File: src/hw/rtl/drs_pkg.sv
// ----------------------------------------------------------------------------
// drs_pkg
// Shared types, constants and calendar helpers for the daylight rule selector.
// ----------------------------------------------------------------------------
package drs_pkg;

  localparam int YEAR_W  = 14;
  localparam int TIME_W  = 64;
  localparam int OFF_W   = 18;
  localparam int DATE_W  = 16;
  localparam int KIND_W  = 2;
  localparam int ADDR_W  = 5;
  localparam int DATA_W  = 32;
  localparam int YDAYS_W = 23;
  localparam int DAYS_W  = 25;
  localparam int DOFF_W  = 11;
  localparam int CHG_W   = 42;
  localparam int ZSUM_W  = 11;

  localparam logic [KIND_W-1:0] KIND_ZERO_DAY = 2'd0;
  localparam logic [KIND_W-1:0] KIND_JULIAN   = 2'd1;
  localparam logic [KIND_W-1:0] KIND_MWD      = 2'd2;

  localparam logic [2:0] REG_STD_KIND = 3'd0;
  localparam logic [2:0] REG_STD_DATE = 3'd1;
  localparam logic [2:0] REG_STD_TIME = 3'd2;
  localparam logic [2:0] REG_STD_OFF  = 3'd3;
  localparam logic [2:0] REG_DST_KIND = 3'd4;
  localparam logic [2:0] REG_DST_DATE = 3'd5;
  localparam logic [2:0] REG_DST_TIME = 3'd6;
  localparam logic [2:0] REG_DST_OFF  = 3'd7;

  localparam logic [YEAR_W-1:0] EPOCH_YEAR = 14'd1970;
  localparam logic [YDAYS_W-1:0] LEAP_BIAS = 23'd477;
  localparam logic signed [CHG_W-1:0] SECS_PER_DAY = 42'sd86400;

  typedef struct packed {
    logic [KIND_W-1:0]       kind;
    logic [DATE_W-1:0]       date;
    logic signed [OFF_W-1:0] rtime;
    logic signed [OFF_W-1:0] offset;
  } rule_cfg_t;

  localparam rule_cfg_t STD_CFG_RESET = '{kind: 2'd2, date: 16'd12314,
                                          rtime: 18'sd7200, offset: 18'sd0};
  localparam rule_cfg_t DST_CFG_RESET = '{kind: 2'd2, date: 16'd13312,
                                          rtime: 18'sd7200, offset: 18'sd3600};

  // Quotient by 100 through a reciprocal; exact for all values below 25600.
  function automatic logic [7:0] div100(input logic [14:0] x);
    logic [26:0] prod;
    prod = 27'(x[14:2]) * 27'd5243;
    return prod[24:17];
  endfunction

  function automatic logic [14:0] mul100(input logic [7:0] q);
    return 15'({q, 6'd0}) + 15'({q, 5'd0}) + 15'({q, 2'd0});
  endfunction

  // Remainder by 7 through a reciprocal; exact for all values below 1792.
  function automatic logic [2:0] mod7(input logic [ZSUM_W-1:0] s);
    logic [23:0]         prod;
    logic [ZSUM_W-1:0]   q7;
    prod = 24'(s) * 24'd4682;
    q7   = 11'({prod[22:15], 3'd0}) - 11'(prod[22:15]);
    return 3'(s - q7);
  endfunction

  // Month term of the weekday congruence, months 1 to 12.
  function automatic logic [5:0] zel_month(input logic [3:0] mon);
    logic [5:0] r;
    case (mon)
      4'd1:    r = 6'd36;
      4'd2:    r = 6'd39;
      4'd3:    r = 6'd10;
      4'd4:    r = 6'd13;
      4'd5:    r = 6'd15;
      4'd6:    r = 6'd18;
      4'd7:    r = 6'd20;
      4'd8:    r = 6'd23;
      4'd9:    r = 6'd26;
      4'd10:   r = 6'd28;
      4'd11:   r = 6'd31;
      default: r = 6'd33;
    endcase
    return r;
  endfunction

  // Days before the first of the month in a leap year.
  function automatic logic [8:0] cum_days(input logic [3:0] mon);
    logic [8:0] r;
    case (mon)
      4'd1:    r = 9'd0;
      4'd2:    r = 9'd31;
      4'd3:    r = 9'd60;
      4'd4:    r = 9'd91;
      4'd5:    r = 9'd121;
      4'd6:    r = 9'd152;
      4'd7:    r = 9'd182;
      4'd8:    r = 9'd213;
      4'd9:    r = 9'd244;
      4'd10:   r = 9'd274;
      4'd11:   r = 9'd305;
      default: r = 9'd335;
    endcase
    return r;
  endfunction

  // Month length in a leap year.
  function automatic logic [4:0] month_len(input logic [3:0] mon);
    logic [4:0] r;
    case (mon)
      4'd2:                       r = 5'd29;
      4'd4, 4'd6, 4'd9, 4'd11:    r = 5'd30;
      default:                    r = 5'd31;
    endcase
    return r;
  endfunction

endpackage

File: src/hw/rtl/drs_regs.sv
// ----------------------------------------------------------------------------
// drs_regs
// Configuration register file for the standard and daylight rules.
// ----------------------------------------------------------------------------
module drs_regs (
  input  logic                        clk,
  input  logic                        rst,
  input  logic                        psel,
  input  logic                        penable,
  input  logic                        pwrite,
  input  logic [drs_pkg::ADDR_W-1:0]  paddr,
  input  logic [drs_pkg::DATA_W-1:0]  pwdata,
  output logic [drs_pkg::DATA_W-1:0]  prdata,
  output logic                        pready,
  output drs_pkg::rule_cfg_t          std_cfg,
  output drs_pkg::rule_cfg_t          dst_cfg
);

  logic       wr_en;
  logic [2:0] idx;

  assign pready = 1'b1;
  assign wr_en  = psel && penable && pwrite && pready;
  assign idx    = paddr[4:2];

  always_ff @(posedge clk) begin
    if (rst) begin
      std_cfg <= drs_pkg::STD_CFG_RESET;
      dst_cfg <= drs_pkg::DST_CFG_RESET;
    end else if (wr_en) begin
      unique case (idx)
        drs_pkg::REG_STD_KIND: std_cfg.kind   <= pwdata[1:0];
        drs_pkg::REG_STD_DATE: std_cfg.date   <= pwdata[15:0];
        drs_pkg::REG_STD_TIME: std_cfg.rtime  <= pwdata[17:0];
        drs_pkg::REG_STD_OFF:  std_cfg.offset <= pwdata[17:0];
        drs_pkg::REG_DST_KIND: dst_cfg.kind   <= pwdata[1:0];
        drs_pkg::REG_DST_DATE: dst_cfg.date   <= pwdata[15:0];
        drs_pkg::REG_DST_TIME: dst_cfg.rtime  <= pwdata[17:0];
        drs_pkg::REG_DST_OFF:  dst_cfg.offset <= pwdata[17:0];
        default: ;
      endcase
    end
  end

  always_comb begin
    unique case (idx)
      drs_pkg::REG_STD_KIND: prdata = 32'(std_cfg.kind);
      drs_pkg::REG_STD_DATE: prdata = 32'(std_cfg.date);
      drs_pkg::REG_STD_TIME: prdata = 32'(unsigned'(std_cfg.rtime));
      drs_pkg::REG_STD_OFF:  prdata = 32'(unsigned'(std_cfg.offset));
      drs_pkg::REG_DST_KIND: prdata = 32'(dst_cfg.kind);
      drs_pkg::REG_DST_DATE: prdata = 32'(dst_cfg.date);
      drs_pkg::REG_DST_TIME: prdata = 32'(unsigned'(dst_cfg.rtime));
      drs_pkg::REG_DST_OFF:  prdata = 32'(unsigned'(dst_cfg.offset));
      default:               prdata = '0;
    endcase
  end

endmodule

File: src/hw/rtl/drs_year.sv
// ----------------------------------------------------------------------------
// drs_year
// Two-stage pipeline giving the leap flag and the day count from 1970 to the
// first of January of the year.
// ----------------------------------------------------------------------------
module drs_year (
  input  logic                         clk,
  input  logic [drs_pkg::YEAR_W-1:0]   year,
  output logic                         leap,
  output logic [drs_pkg::YDAYS_W-1:0]  ydays
);

  logic [drs_pkg::YEAR_W-1:0]  yr1;
  logic [7:0]                  yc1;
  logic [7:0]                  pc1;
  logic [drs_pkg::YEAR_W-1:0]  pm1;
  logic [drs_pkg::YEAR_W-1:0]  span;
  logic [6:0]                  rem100;
  logic                        leap_next;
  logic [drs_pkg::YDAYS_W-1:0] ydays_next;

  always_ff @(posedge clk) begin
    yr1 <= year;
    yc1 <= drs_pkg::div100(15'(year));
    pc1 <= drs_pkg::div100(15'(year - 14'd1));
  end

  always_comb begin
    pm1       = yr1 - 14'd1;
    span      = yr1 - drs_pkg::EPOCH_YEAR;
    rem100    = 7'(15'(yr1) - drs_pkg::mul100(yc1));
    leap_next = (yr1[1:0] == 2'd0) && ((rem100 != 7'd0) || (yc1[1:0] == 2'd0));
    if (yr1 > drs_pkg::EPOCH_YEAR) begin
      ydays_next = 23'(span) * 23'd365 + 23'(pm1[13:2]) + 23'(pc1[7:2])
                   - 23'(pc1) - drs_pkg::LEAP_BIAS;
    end else begin
      ydays_next = '0;
    end
  end

  always_ff @(posedge clk) begin
    leap  <= leap_next;
    ydays <= ydays_next;
  end

endmodule

File: src/hw/rtl/drs_rule.sv
// ----------------------------------------------------------------------------
// drs_rule
// Five-stage pipeline giving the UTC second at which one rule takes effect in
// the year presented at its input.
// ----------------------------------------------------------------------------
module drs_rule (
  input  logic                              clk,
  input  drs_pkg::rule_cfg_t                cfg,
  input  logic [drs_pkg::YEAR_W-1:0]        year,
  input  logic                              leap,
  input  logic [drs_pkg::YDAYS_W-1:0]       ydays,
  output logic signed [drs_pkg::CHG_W-1:0]  chg
);

  logic [8:0]  dayv;
  logic [2:0]  week;
  logic [3:0]  mon_raw;
  logic [3:0]  mon;
  logic [2:0]  wd;
  logic [14:0] zy_next;

  logic [14:0] zy1;
  logic [7:0]  zc1;
  logic [6:0]  cy;
  logic [drs_pkg::ZSUM_W-1:0] zsum_next;
  logic [drs_pkg::ZSUM_W-1:0] zsum2;

  logic [2:0]  dow3;
  logic [8:0]  cum3;
  logic [4:0]  mlen3;
  logic        leap3;
  logic [drs_pkg::YDAYS_W-1:0] ydays3;

  logic [3:0]  d0;
  logic [2:0]  kmax;
  logic [2:0]  kweek;
  logic [2:0]  k;
  logic [8:0]  mwd_day;
  logic signed [drs_pkg::DOFF_W-1:0] dayoff;
  logic signed [drs_pkg::DAYS_W-1:0] days4;
  logic signed [drs_pkg::CHG_W-1:0]  chg_next;

  always_comb begin
    dayv    = cfg.date[8:0];
    week    = cfg.date[11:9];
    mon_raw = cfg.date[15:12];
    if (mon_raw == 4'd0) begin
      mon = 4'd1;
    end else if (mon_raw > 4'd12) begin
      mon = 4'd12;
    end else begin
      mon = mon_raw;
    end
    wd      = (dayv > 9'd6) ? 3'd6 : dayv[2:0];
    zy_next = 15'(year) + ((mon < 4'd3) ? 15'd399 : 15'd400);
  end

  always_ff @(posedge clk) begin
    zy1 <= zy_next;
    zc1 <= drs_pkg::div100(zy_next);
  end

  always_comb begin
    cy        = 7'(zy1 - drs_pkg::mul100(zc1));
    zsum_next = 11'(drs_pkg::zel_month(mon)) + 11'(cy) + 11'(cy[6:2]) + 11'(zc1[7:2])
                + 11'({zc1, 2'd0}) + 11'(zc1);
  end

  always_ff @(posedge clk) begin
    zsum2 <= zsum_next;
  end

  always_ff @(posedge clk) begin
    dow3   <= drs_pkg::mod7(zsum2);
    cum3   <= drs_pkg::cum_days(mon) - 9'((mon > 4'd2) && !leap);
    mlen3  <= drs_pkg::month_len(mon) - 5'((mon == 4'd2) && !leap);
    leap3  <= leap;
    ydays3 <= ydays;
  end

  always_comb begin
    if (wd < dow3) begin
      d0 = 4'(wd) + 4'd7 - 4'(dow3);
    end else begin
      d0 = 4'(wd) - 4'(dow3);
    end
    kmax    = (6'(d0) + 6'd28 < 6'(mlen3)) ? 3'd4 : 3'd3;
    kweek   = (week == 3'd0) ? 3'd0 : week - 3'd1;
    k       = (kweek < kmax) ? kweek : kmax;
    mwd_day = cum3 + 9'(d0) + 9'({k, 3'd0}) - 9'(k);
    case (cfg.kind)
      drs_pkg::KIND_ZERO_DAY: dayoff = signed'(11'(dayv));
      drs_pkg::KIND_JULIAN:   dayoff = signed'(11'(dayv)) - 11'sd1
                                       + signed'(11'((dayv >= 9'd60) && leap3));
      default:                dayoff = signed'(11'(mwd_day));
    endcase
  end

  always_ff @(posedge clk) begin
    days4 <= signed'(25'(ydays3)) + 25'(dayoff);
  end

  assign chg_next = 42'(days4) * drs_pkg::SECS_PER_DAY + 42'(cfg.rtime) - 42'(cfg.offset);

  always_ff @(posedge clk) begin
    chg <= chg_next;
  end

endmodule

File: src/hw/rtl/dst_rule_offset_select.sv
// ----------------------------------------------------------------------------
// dst_rule_offset_select
// Decides whether daylight time is in force at a UTC second and gives the
// matching offset, from two POSIX TZ style rules.
// ----------------------------------------------------------------------------
// A word is taken at every clock edge where start is high and busy is low;
// busy is high while reset is applied and in the first cycle after it. The
// result appears with done high for one cycle, and a new word may be started
// every cycle while busy is low. The result passes through six register
// stages: the five of the rule pipeline (division of the year by 100, the
// weekday sum, the weekday remainder, the day count, the scaling to
// seconds) and the final comparison. The result cannot be held off, so it
// must be captured in the cycle in which done is high.
module dst_rule_offset_select (
  input  logic                               clk,
  input  logic                               rst,
  input  logic                               start,
  output logic                               busy,
  input  logic signed [drs_pkg::TIME_W-1:0]  utc_seconds,
  input  logic [drs_pkg::YEAR_W-1:0]         calendar_year,
  output logic                               done,
  output logic                               is_daylight,
  output logic signed [drs_pkg::OFF_W-1:0]   utc_offset,
  input  logic                               psel,
  input  logic                               penable,
  input  logic                               pwrite,
  input  logic [drs_pkg::ADDR_W-1:0]         paddr,
  input  logic [drs_pkg::DATA_W-1:0]         pwdata,
  output logic [drs_pkg::DATA_W-1:0]         prdata,
  output logic                               pready
);

  localparam int LAT = 5;

  drs_pkg::rule_cfg_t std_cfg;
  drs_pkg::rule_cfg_t dst_cfg;

  logic                              leap;
  logic [drs_pkg::YDAYS_W-1:0]       ydays;
  logic signed [drs_pkg::CHG_W-1:0]  chg_std;
  logic signed [drs_pkg::CHG_W-1:0]  chg_dst;

  logic [LAT-1:0]                    vld;
  logic signed [drs_pkg::TIME_W-1:0] t_pipe [LAT];
  logic signed [drs_pkg::TIME_W-1:0] std_at;
  logic signed [drs_pkg::TIME_W-1:0] dst_at;
  logic                              accept;
  logic                              dl_next;

  assign accept = start && !busy;

  drs_regs u_regs (
    .clk     (clk),
    .rst     (rst),
    .psel    (psel),
    .penable (penable),
    .pwrite  (pwrite),
    .paddr   (paddr),
    .pwdata  (pwdata),
    .prdata  (prdata),
    .pready  (pready),
    .std_cfg (std_cfg),
    .dst_cfg (dst_cfg)
  );

  drs_year u_year (
    .clk   (clk),
    .year  (calendar_year),
    .leap  (leap),
    .ydays (ydays)
  );

  drs_rule u_std (
    .clk   (clk),
    .cfg   (std_cfg),
    .year  (calendar_year),
    .leap  (leap),
    .ydays (ydays),
    .chg   (chg_std)
  );

  drs_rule u_dst (
    .clk   (clk),
    .cfg   (dst_cfg),
    .year  (calendar_year),
    .leap  (leap),
    .ydays (ydays),
    .chg   (chg_dst)
  );

  always_ff @(posedge clk) begin
    if (rst) begin
      busy <= 1'b1;
      vld  <= '0;
      done <= 1'b0;
    end else begin
      busy <= 1'b0;
      vld  <= {vld[LAT-2:0], accept};
      done <= vld[LAT-1];
    end
  end

  always_ff @(posedge clk) begin
    t_pipe[0] <= utc_seconds;
    for (int i = 1; i < LAT; i++) begin
      t_pipe[i] <= t_pipe[i-1];
    end
  end

  always_comb begin
    std_at = 64'(chg_std);
    dst_at = 64'(chg_dst);
    if (std_at > dst_at) begin
      dl_next = (t_pipe[LAT-1] < dst_at) || (t_pipe[LAT-1] >= std_at);
    end else begin
      dl_next = (t_pipe[LAT-1] >= std_at) && (t_pipe[LAT-1] < dst_at);
    end
  end

  always_ff @(posedge clk) begin
    is_daylight <= dl_next;
    utc_offset  <= dl_next ? dst_cfg.offset : std_cfg.offset;
  end

  a_done_follows_start: assert property (@(posedge clk) disable iff (rst)
    done |-> $past(start && !busy, LAT + 1))
    else $error("Result strobe without a word taken six cycles earlier.");

  a_offset_matches_flag: assert property (@(posedge clk) disable iff (rst)
    done |-> (utc_offset == (is_daylight ? dst_cfg.offset : std_cfg.offset)))
    else $error("Offset does not belong to the daylight flag.");

  a_reset_clears: assert property (@(posedge clk)
    rst |=> (busy && !done))
    else $error("Pipeline not cleared by reset.");

endmodule

File: config.mk
export PLATFORM = sky130hd
export DESIGN_NAME = dst_rule_offset_select
export DESIGN_NICKNAME = d
export VERILOG_FILES = /design/src/hw/rtl/drs_pkg.sv /design/src/hw/rtl/drs_regs.sv /design/src/hw/rtl/drs_year.sv /design/src/hw/rtl/drs_rule.sv /design/src/hw/rtl/dst_rule_offset_select.sv
export SDC_FILE = /design/constraint.sdc
export NUM_CORES = 2
export LEC_CHECK = 0
export BUFFER_PORTS_ARGS = -buffer_cell sky130_fd_sc_hd__buf_2
export CAP_MARGIN = 15
export CELL_PAD_IN_SITES_DETAIL_PLACEMENT = 1
export CELL_PAD_IN_SITES_GLOBAL_PLACEMENT = 1
export CORE_ASPECT_RATIO = 1.4
export CORE_MARGIN = 5
export CORE_UTILIZATION = 51
export DETAILED_ROUTE_END_ITERATION = 10
export PLACE_DENSITY_LB_ADDON = 0.1
export SLEW_MARGIN = 40
export SYNTH_ARGS = -nofsm -noshare
export SYNTH_HDL_FRONTEND = slang
export SYNTH_SLANG_ARGS = --single-unit
File: constraint.sdc
create_clock -name clk -period 10 [get_ports clk]
set_clock_uncertainty 0.15 [all_clocks]
set_input_delay 1 -clock clk [delete_from_list [all_inputs] [get_ports clk]]
set_output_delay 1 -clock clk [all_outputs]
set_load 0.005 [all_outputs]
**Word-level counts from Yosys, hierarchy flattened**

Memory sizes are Yosys's and may differ from the RTL's.
Index checks and enable logic that the tools add are counted.

- Bitwise logic cells: 0
- Divide/modulo/power cells: 0
- Reductions and logical operators: 35
- Mux-type cells: 24
- Multiply operators: 9
- Equality and inequality tests: 19
- Shift-type cells: 0
- Add/sub/neg operators: 62
- Magnitude comparators: 20

Operators with widths:

| cell | count |
|---|---|
| $pmux W32 S8 | 1 |
| $add A42 B18 Y42 | 2 |
| $sub A42 B18 Y42 | 2 |
| $mul A13 B13 Y25 const B | 3 |
| $mul A25 B11 Y35 const B | 2 |
| $ge A64 B42 Y1 | 1 |
| $lt A64 B42 Y1 | 1 |
| $add A24 B11 Y25 | 2 |
| $pmux W11 S2 | 2 |
| $add A7 B7 Y7 | 6 |
| $gt A42 B42 Y1 | 1 |
| $mul A11 B12 Y17 const B | 2 |
| $add A14 B9 Y15 | 2 |
| $mux W3 | 8 |
| $mux W4 | 6 |
| $add A23 B12 Y23 | 1 |
| $add A23 B6 Y23 | 1 |
| $mul A14 B9 Y23 const B | 1 |
| $sub A23 B8 Y23 | 1 |
| $sub A23 B9 Y23 const B | 1 |
| $add A11 B10 Y11 | 2 |
| $add A11 B2 Y11 | 2 |
| $add A11 B5 Y11 | 2 |
| $add A11 B6 Y11 | 2 |
| other kinds (48) | 115 |

- Memory bits (writable): 320
- Register bits after elaboration: 429
- ROM bits: 480
- Logic and storage cells: 210
- Output and inout bits: 54
- Bits of input ports: 121
- Latch bits: 0
- Memories: 5

Memory list:

| name | depth | bits a word | rd ports | clocked after memory_dff | wr ports | line | RTL |
|---|---|---|---|---|---|---|---|
| t_pipe | 5 | 64 | 5 | 0 | 5 | dst_rule_offset_select.sv:44 | `logic signed [drs_pkg::TIME_W-1:0] t_pipe [LAT];` |
| (no name shown) | 16 | 9 | 1 | 0 | 0 | drs_pkg.sv:92 | `case (mon)` |
| (no name shown) | 16 | 9 | 1 | 0 | 0 | drs_pkg.sv:92 |  |
| (no name shown) | 16 | 6 | 1 | 0 | 0 | drs_pkg.sv:72 | `case (mon)` |
| (no name shown) | 16 | 6 | 1 | 0 | 0 | drs_pkg.sv:72 |  |

**Longest topological paths before layout**

- Depth after elaboration: 14
- Depth in mapped cells: 42
- Mapped depth without buffers: 42

**Modules after synthesis**

A second synthesis with hierarchy kept.

- Cells, all modules: 6778
- Area total of the unflattened synthesis: 65183.8 sq um

By module, submodules not included:

| module | cells an instance | seq. area each (sq um) | area each (sq um) | instances |
|---|---|---|---|---|
| drs_rule at u_dst | 2062 | 2642.5 | 18974.4 | 1 |
| drs_rule at u_std | 2031 | 2642.5 | 18755.5 | 1 |
| drs_year | 1166 | 1021.0 | 11310.8 | 1 |
| dst_rule_offset_select | 905 | 6926.6 | 11245.8 | 1 |
| drs_regs | 614 | 2162.1 | 4897.2 | 1 |

**Worst setup path before layout**

OpenSTA, ideal clock, no wires.

- Path type: register to register
- From: reg, netlist name u_regs.dst_cfg[39]
- To: reg u_dst.days4[24] (netlist name)
- Slack: 1.790 ns
- Arrival time: 7.915 ns
- Clock period less this slack: 8.210 ns
- Buffers on the path: 2
- Stages on the path, launching flop included: 42
- Required time: 9.704 ns
- Setup time: 0.146 ns
- Path through: dfxtp_1 clkbuf_1 nor3_1 nand2_1 or2_2 ha_1 fa_1 fa_1 clkbuf_1 mux2i_1 ha_1 a21o_1 a21oi_1 o21a_1 ha_1 nor2_1 nor2_1 o21ai_0 (+6 left out) a21oi_1 o21bai_1 a21oi_1 o21bai_1 a21oi_1 xnor2_1 nand2_1 o21ai_0 ha_1 nand3_1 nand2_1 a41o_1 or4_1 a41o_1 a221oi_2 a31oi_1 a21oi_2 xnor2_1

- Cells in the longest elaborated chain, start to end: 14
- Elaborated cells between the ends (all ways): 21
- Those cells by class: 10 x add/sub; 5 x order compare; 5 x mux; 1 x reduce/logical

Ends and longest elaborated chain:

| element | line | RTL |
|---|---|---|
| $gt A9 B3 Y1 | drs_rule.sv:54 | `wd = (dayv > 9'd6) ? 3'd6 : dayv[2:0];` |
| $mux W3 | drs_rule.sv:54 |  |
| $add A3 B3 Y4 | drs_rule.sv:83 | `d0 = 4'(wd) + 4'd7 - 4'(dow3);` |
| $sub A4 B3 Y4 | drs_rule.sv:83 |  |
| $mux W4 | drs_rule.sv:82 | `if (wd < dow3) begin` |
| $add A4 B5 Y6 | drs_rule.sv:87 | `kmax = (6'(d0) + 6'd28 < 6'(mlen3)) ? 3'd4 : 3'd3;` |
| $lt A6 B5 Y1 | drs_rule.sv:87 |  |
| $mux W3 | drs_rule.sv:87 |  |
| $lt A3 B3 Y1 | drs_rule.sv:89 | `k = (kweek < kmax) ? kweek : kmax;` |
| $mux W3 | drs_rule.sv:89 |  |
| $add A9 B6 Y9 | drs_rule.sv:90 | `mwd_day = cum3 + 9'(d0) + 9'({k, 3'd0}) - 9'(k);` |
| $sub A9 B3 Y9 | drs_rule.sv:90 |  |
| $pmux W11 S2 (*) | drs_rule.sv:91 | `case (cfg.kind)` |
| $add A24 B11 Y25 (*) | drs_rule.sv:100 | `days4 <= signed'(25'(ydays3)) + 25'(dayoff);` |
| end signal, assigned | drs_rule.sv:100 |  |
| end, declared | drs_rule.sv:40 | `logic signed [drs_pkg::DAYS_W-1:0] days4;` |

Mark *: on every way between the ends. The rest lies on a longest branch, timed or not.
A chain may end at the register's enable or synchronous reset.

**Final worst setup path**

- From: reg, netlist name u_regs.dst_cfg[39]
- To: reg u_dst.days4[24] (netlist name)

- Cells in the longest elaborated chain, start to end: 14
- Elaborated cells between the ends (all ways): 21
- Those cells by class: 10 x add/sub; 5 x order compare; 5 x mux; 1 x reduce/logical

Ends and longest elaborated chain:

| element | line |
|---|---|
| $gt A9 B3 Y1 | drs_rule.sv:54 |
| $mux W3 | drs_rule.sv:54 |
| $add A3 B3 Y4 | drs_rule.sv:83 |
| $sub A4 B3 Y4 | drs_rule.sv:83 |
| $mux W4 | drs_rule.sv:82 |
| $add A4 B5 Y6 | drs_rule.sv:87 |
| $lt A6 B5 Y1 | drs_rule.sv:87 |
| $mux W3 | drs_rule.sv:87 |
| $lt A3 B3 Y1 | drs_rule.sv:89 |
| $mux W3 | drs_rule.sv:89 |
| $add A9 B6 Y9 | drs_rule.sv:90 |
| $sub A9 B3 Y9 | drs_rule.sv:90 |
| $pmux W11 S2 (*) | drs_rule.sv:91 |
| $add A24 B11 Y25 (*) | drs_rule.sv:100 |

Marked as above.

==> reports/results.tsv <==
metric	value	unit
R2R Path Start	u_regs.dst_cfg[39]$_SDFFE_PP0P_	
Final TNS setup	0	ns
clock insertion delay at the later pin of the skew report	0.69	ns
final-report setup violation count	0	
Post-synth top flop	sky130_fd_sc_hd__dfxtp_1	
Yosys warnings	0	
async set-reset flop share out of synthesis	0	
number of distinct standard cells referenced by the synthesized netlist	90	
net total in the final layout	8750	
register area share after synthesis	0.234	
vias per inst	5.37	
GR Overflow Total	0	
H-tree levels	3	
clock-pin transition on the worst setup and hold timing paths	0.07	ns
Buffers on Ports	143	
routability-driven placement congestion ratio	0.881	
delay contributed by the slowest stage of the critical path	0.50	ns
count of standard-cell rows	153	
Total Wirelength	164000	um
synthesized area per cell	9.61	um2
data arrival time at the worst-slack endpoint	9.83	ns
launching element type of the critical path	register	
total of max-cap violations	0	
drc violations	0	
width of the chip	309	um
standard cell with the maximum stage delay on the critical path	sky130_fd_sc_hd__fa_1	
crit-path max FO	10	
portion of the clock cycle consumed by the worst path in the final layout	0.938	
vias after detailed routing	45500	
Initial Util	0.514	
die area	132000	um2
global-route wire length before repair	264000	um
area added between synthesis and finish	8.49	%
Syn Inst Count	6642	
Crit. Startpoint	u_regs.dst_cfg[39]$_SDFFE_PP0P_	
Critical Path Sink	u_dst.days4[24]$_DFF_P_	
Slew headroom	0.452	
initial DRC count	1696	
first-pass iteration count of the detailed router	5	
r2r worst-path depth	35	
slew at the pin closest to its max-slew limit	0.823	ns
end of the worst register-to-register path	u_dst.days4[24]$_DFF_P_	
Ports	175	
maximum number of buffers from clock root to sink	3	
critical path type	register to register	
number of buffers created by CTS	77	
shortest clock period the worst path allows after layout	9.38	ns
category of the worst setup path capture point	register	
core region area	124000	um2
post-synthesis instance area	63800	um2
Worst Path Required	10.45	ns
class of the worst hold path	register to register	
maximum achievable frequency	0.107	GHz
final number of hold-violating endpoints	0	
Clock Sink Count	745	
antenna violations before repair	10	
half-perimeter wire length of the detailed placement result	137000	um
Total GRT Usage	0.248	
post-CTS repair timing setup buffer count	0	
TritonCTS clock tree	yes	
setup slack, reg-to-reg	0.62	ns
number of enable-type register cells in the synthesized netlist	0	
Die Height	429	um
Clk Tree Root Cell	sky130_fd_sc_hd__clkbuf_16	
largest net degree at the start of global routing	88	
count of final max-slew check failures	0	
share of post-route cells with drive strength above 1	0.0567	
count of state elements after synthesis	745	
outcome	completed	
Routed Antenna Nets	0	
number of global-route vias before repair	51500	
routed length per placed instance	19.3	um
RSZ-0062 raised after global routing	false	
-- critical path, delay by kind of cell (launching register included) --
| family | cells | cell delay (ns) |
|---|---|---|
| buf+inv | 2 | 0.12 |
| flops | 1 | 0.43 |
| simple gates | 6 | 1.46 |
| compound gates | 16 | 3.70 |
| xor+xnor | 2 | 0.22 |
| fa+ha+maj | 9 | 3.16 |
-- worst min-delay path by stage --
stage | depth (start not counted) | from | slack (ns) | endpoint
2_1_floorplan | 0 | t_pipe[0][36]$_DFF_P_ | 0.16 | t_pipe[0][100]$_DFF_P_
3_3_place_gp | 0 | u_year.ydays[7]$_SDFF_PP0_ | 0.16 | u_dst.ydays3[7]$_DFF_P_
3_5_place_dp | 0 | t_pipe[0][255]$_DFF_P_ | 0.16 | t_pipe[0][319]$_DFF_P_
4_1_cts | 0 | t_pipe[0][18]$_DFF_P_ | 0.17 | t_pipe[0][82]$_DFF_P_
5_1_grt | 0 | t_pipe[0][7]$_DFF_P_ | 0.18 | t_pipe[0][71]$_DFF_P_
6_report | 0 | t_pipe[0][7]$_DFF_P_ | 0.17 | t_pipe[0][71]$_DFF_P_
-- layer usage --
metal	routed length (um)	GRT usage	vias to the layer above	share of wire
met5	15	0	-	0.000092
met4	7830	0.109	2	0.048
met3	3950	0.0205	304	0.024
met2	88900	0.483	561	0.54
met1	63000	0.271	22700	0.38
li1	-	-	22000	-
-- kinds of logic (layout without fill, tap and decap cells) --
logic type / Yosys count / in the layout / synth area share
and+or+nand+nor: 1055 / 1055 / 0.0776
DFF: 745 / 745 / 0.234
adders and majority gates: 1834 / 1834 / 0.427
AOI/OAI and AO/OA: 1098 / 1098 / 0.109
other: 2 / 17 / 0.000118
xor gates and xnor gates: 394 / 394 / 0.0541
buffers and inverters: 1445 / 1648 / 0.0861
muxes: 69 / 69 / 0.0124
-- state kept, by name, indices dropped and copies added (netlist names), 23 cells and up --
register	flops
u_dst.chg	42
u_regs.dst_cfg	54
u_std.chg	42
t_pipe	320
u_dst.days4	25
u_year.ydays	23
u_dst.ydays3	23
u_std.days4	25
u_regs.std_cfg	54
-- through the flow --
step | cell area [um2] | hold WS (ns) | util | setup slack, ns | instances
2_1_floorplan | 63900 | 0.160 | - | 1.79 | 6655
3_3_place_gp | 66400 | 0.160 | 0.534 | 0.722 | 8344
3_5_place_dp | 66500 | 0.163 | 0.535 | 0.398 | 8344
4_1_cts | 69200 | 0.171 | 0.557 | 0.191 | 8485
5_1_grt | 69200 | 0.178 | 0.557 | 0.0208 | 8487
6_report | 69200 | 0.173 | 0.557 | 0.624 | 8487
-- cell usage after synthesis, drive strengths merged, types with 7 or more instances --
cell | instances | area [um2]
nand3b | 18 | 135
o21ai | 172 | 861
a21boi | 9 | 67.6
nor2b | 50 | 313
dfxtp | 745 | 14900
xnor2 | 292 | 2560
a31oi | 20 | 125
a31o | 10 | 87.6
nand2 | 375 | 1410
clkbuf | 89 | 334
nand2b | 55 | 344
a211oi | 24 | 180
nor3 | 54 | 270
mux2 | 15 | 173
a221oi | 14 | 129
buf | 24 | 161
fa | 573 | 11500
and3 | 34 | 213
nand3 | 46 | 230
nor4 | 17 | 106
nand4 | 66 | 413
and2 | 13 | 81.3
o31ai | 14 | 110
o21bai | 62 | 465
inv | 1331 | 5000
and4 | 7 | 61.3
o21a | 54 | 405
o211ai | 18 | 135
or3 | 19 | 124
xor2 | 102 | 893
a21oi | 420 | 2110
nor2 | 263 | 987
a21o | 184 | 1380
a2111oi | 8 | 88.8
mux2i | 48 | 480
a211o | 14 | 123
ha | 1260 | 15800
o22ai | 12 | 75.1
or2 | 21 | 131
-- cell type report --
type | count | area (um2)
Fill cell | 14000 | 55000
Clock buffer | 109 | 2240
Inverter | 1332 | 5000
Sequential cell | 745 | 14900
Antenna cell | 2 | 5.00
Timing Repair Buffer | 175 | 965
Clock inverter | 32 | 418
Tap cell | 1627 | 2040
Multi-Input combinational cell | 4465 | 43600
-- cell usage in the layout (no fill, tap or decap), types with 62 or more instances in the layout --
cell | netlist | layout
sky130_fd_sc_hd__xor2_1 | 102 | 101
sky130_fd_sc_hd__nand2_1 | 375 | 375
sky130_fd_sc_hd__buf_2 | 0 | 141
sky130_fd_sc_hd__a21oi_1 | 418 | 417
sky130_fd_sc_hd__fa_1 | 573 | 573
sky130_fd_sc_hd__inv_1 | 1331 | 1327
sky130_fd_sc_hd__dfxtp_1 | 745 | 743
sky130_fd_sc_hd__xnor2_1 | 292 | 279
sky130_fd_sc_hd__clkbuf_16 | 0 | 80
sky130_fd_sc_hd__nand4_1 | 66 | 66
sky130_fd_sc_hd__o21ai_0 | 156 | 154
sky130_fd_sc_hd__o21bai_1 | 62 | 62
sky130_fd_sc_hd__a21o_1 | 184 | 184
sky130_fd_sc_hd__nor2_1 | 263 | 260
sky130_fd_sc_hd__ha_1 | 1260 | 1260
-- timing repair --
item	in CTS	in global routing
hold buffers	0	0
endpoints found under the setup margin	0	7
resized for setup	0	5
Power is not shown: default switching activity piles up to over one toggle a cycle in this logic, so the estimate is an artifact.
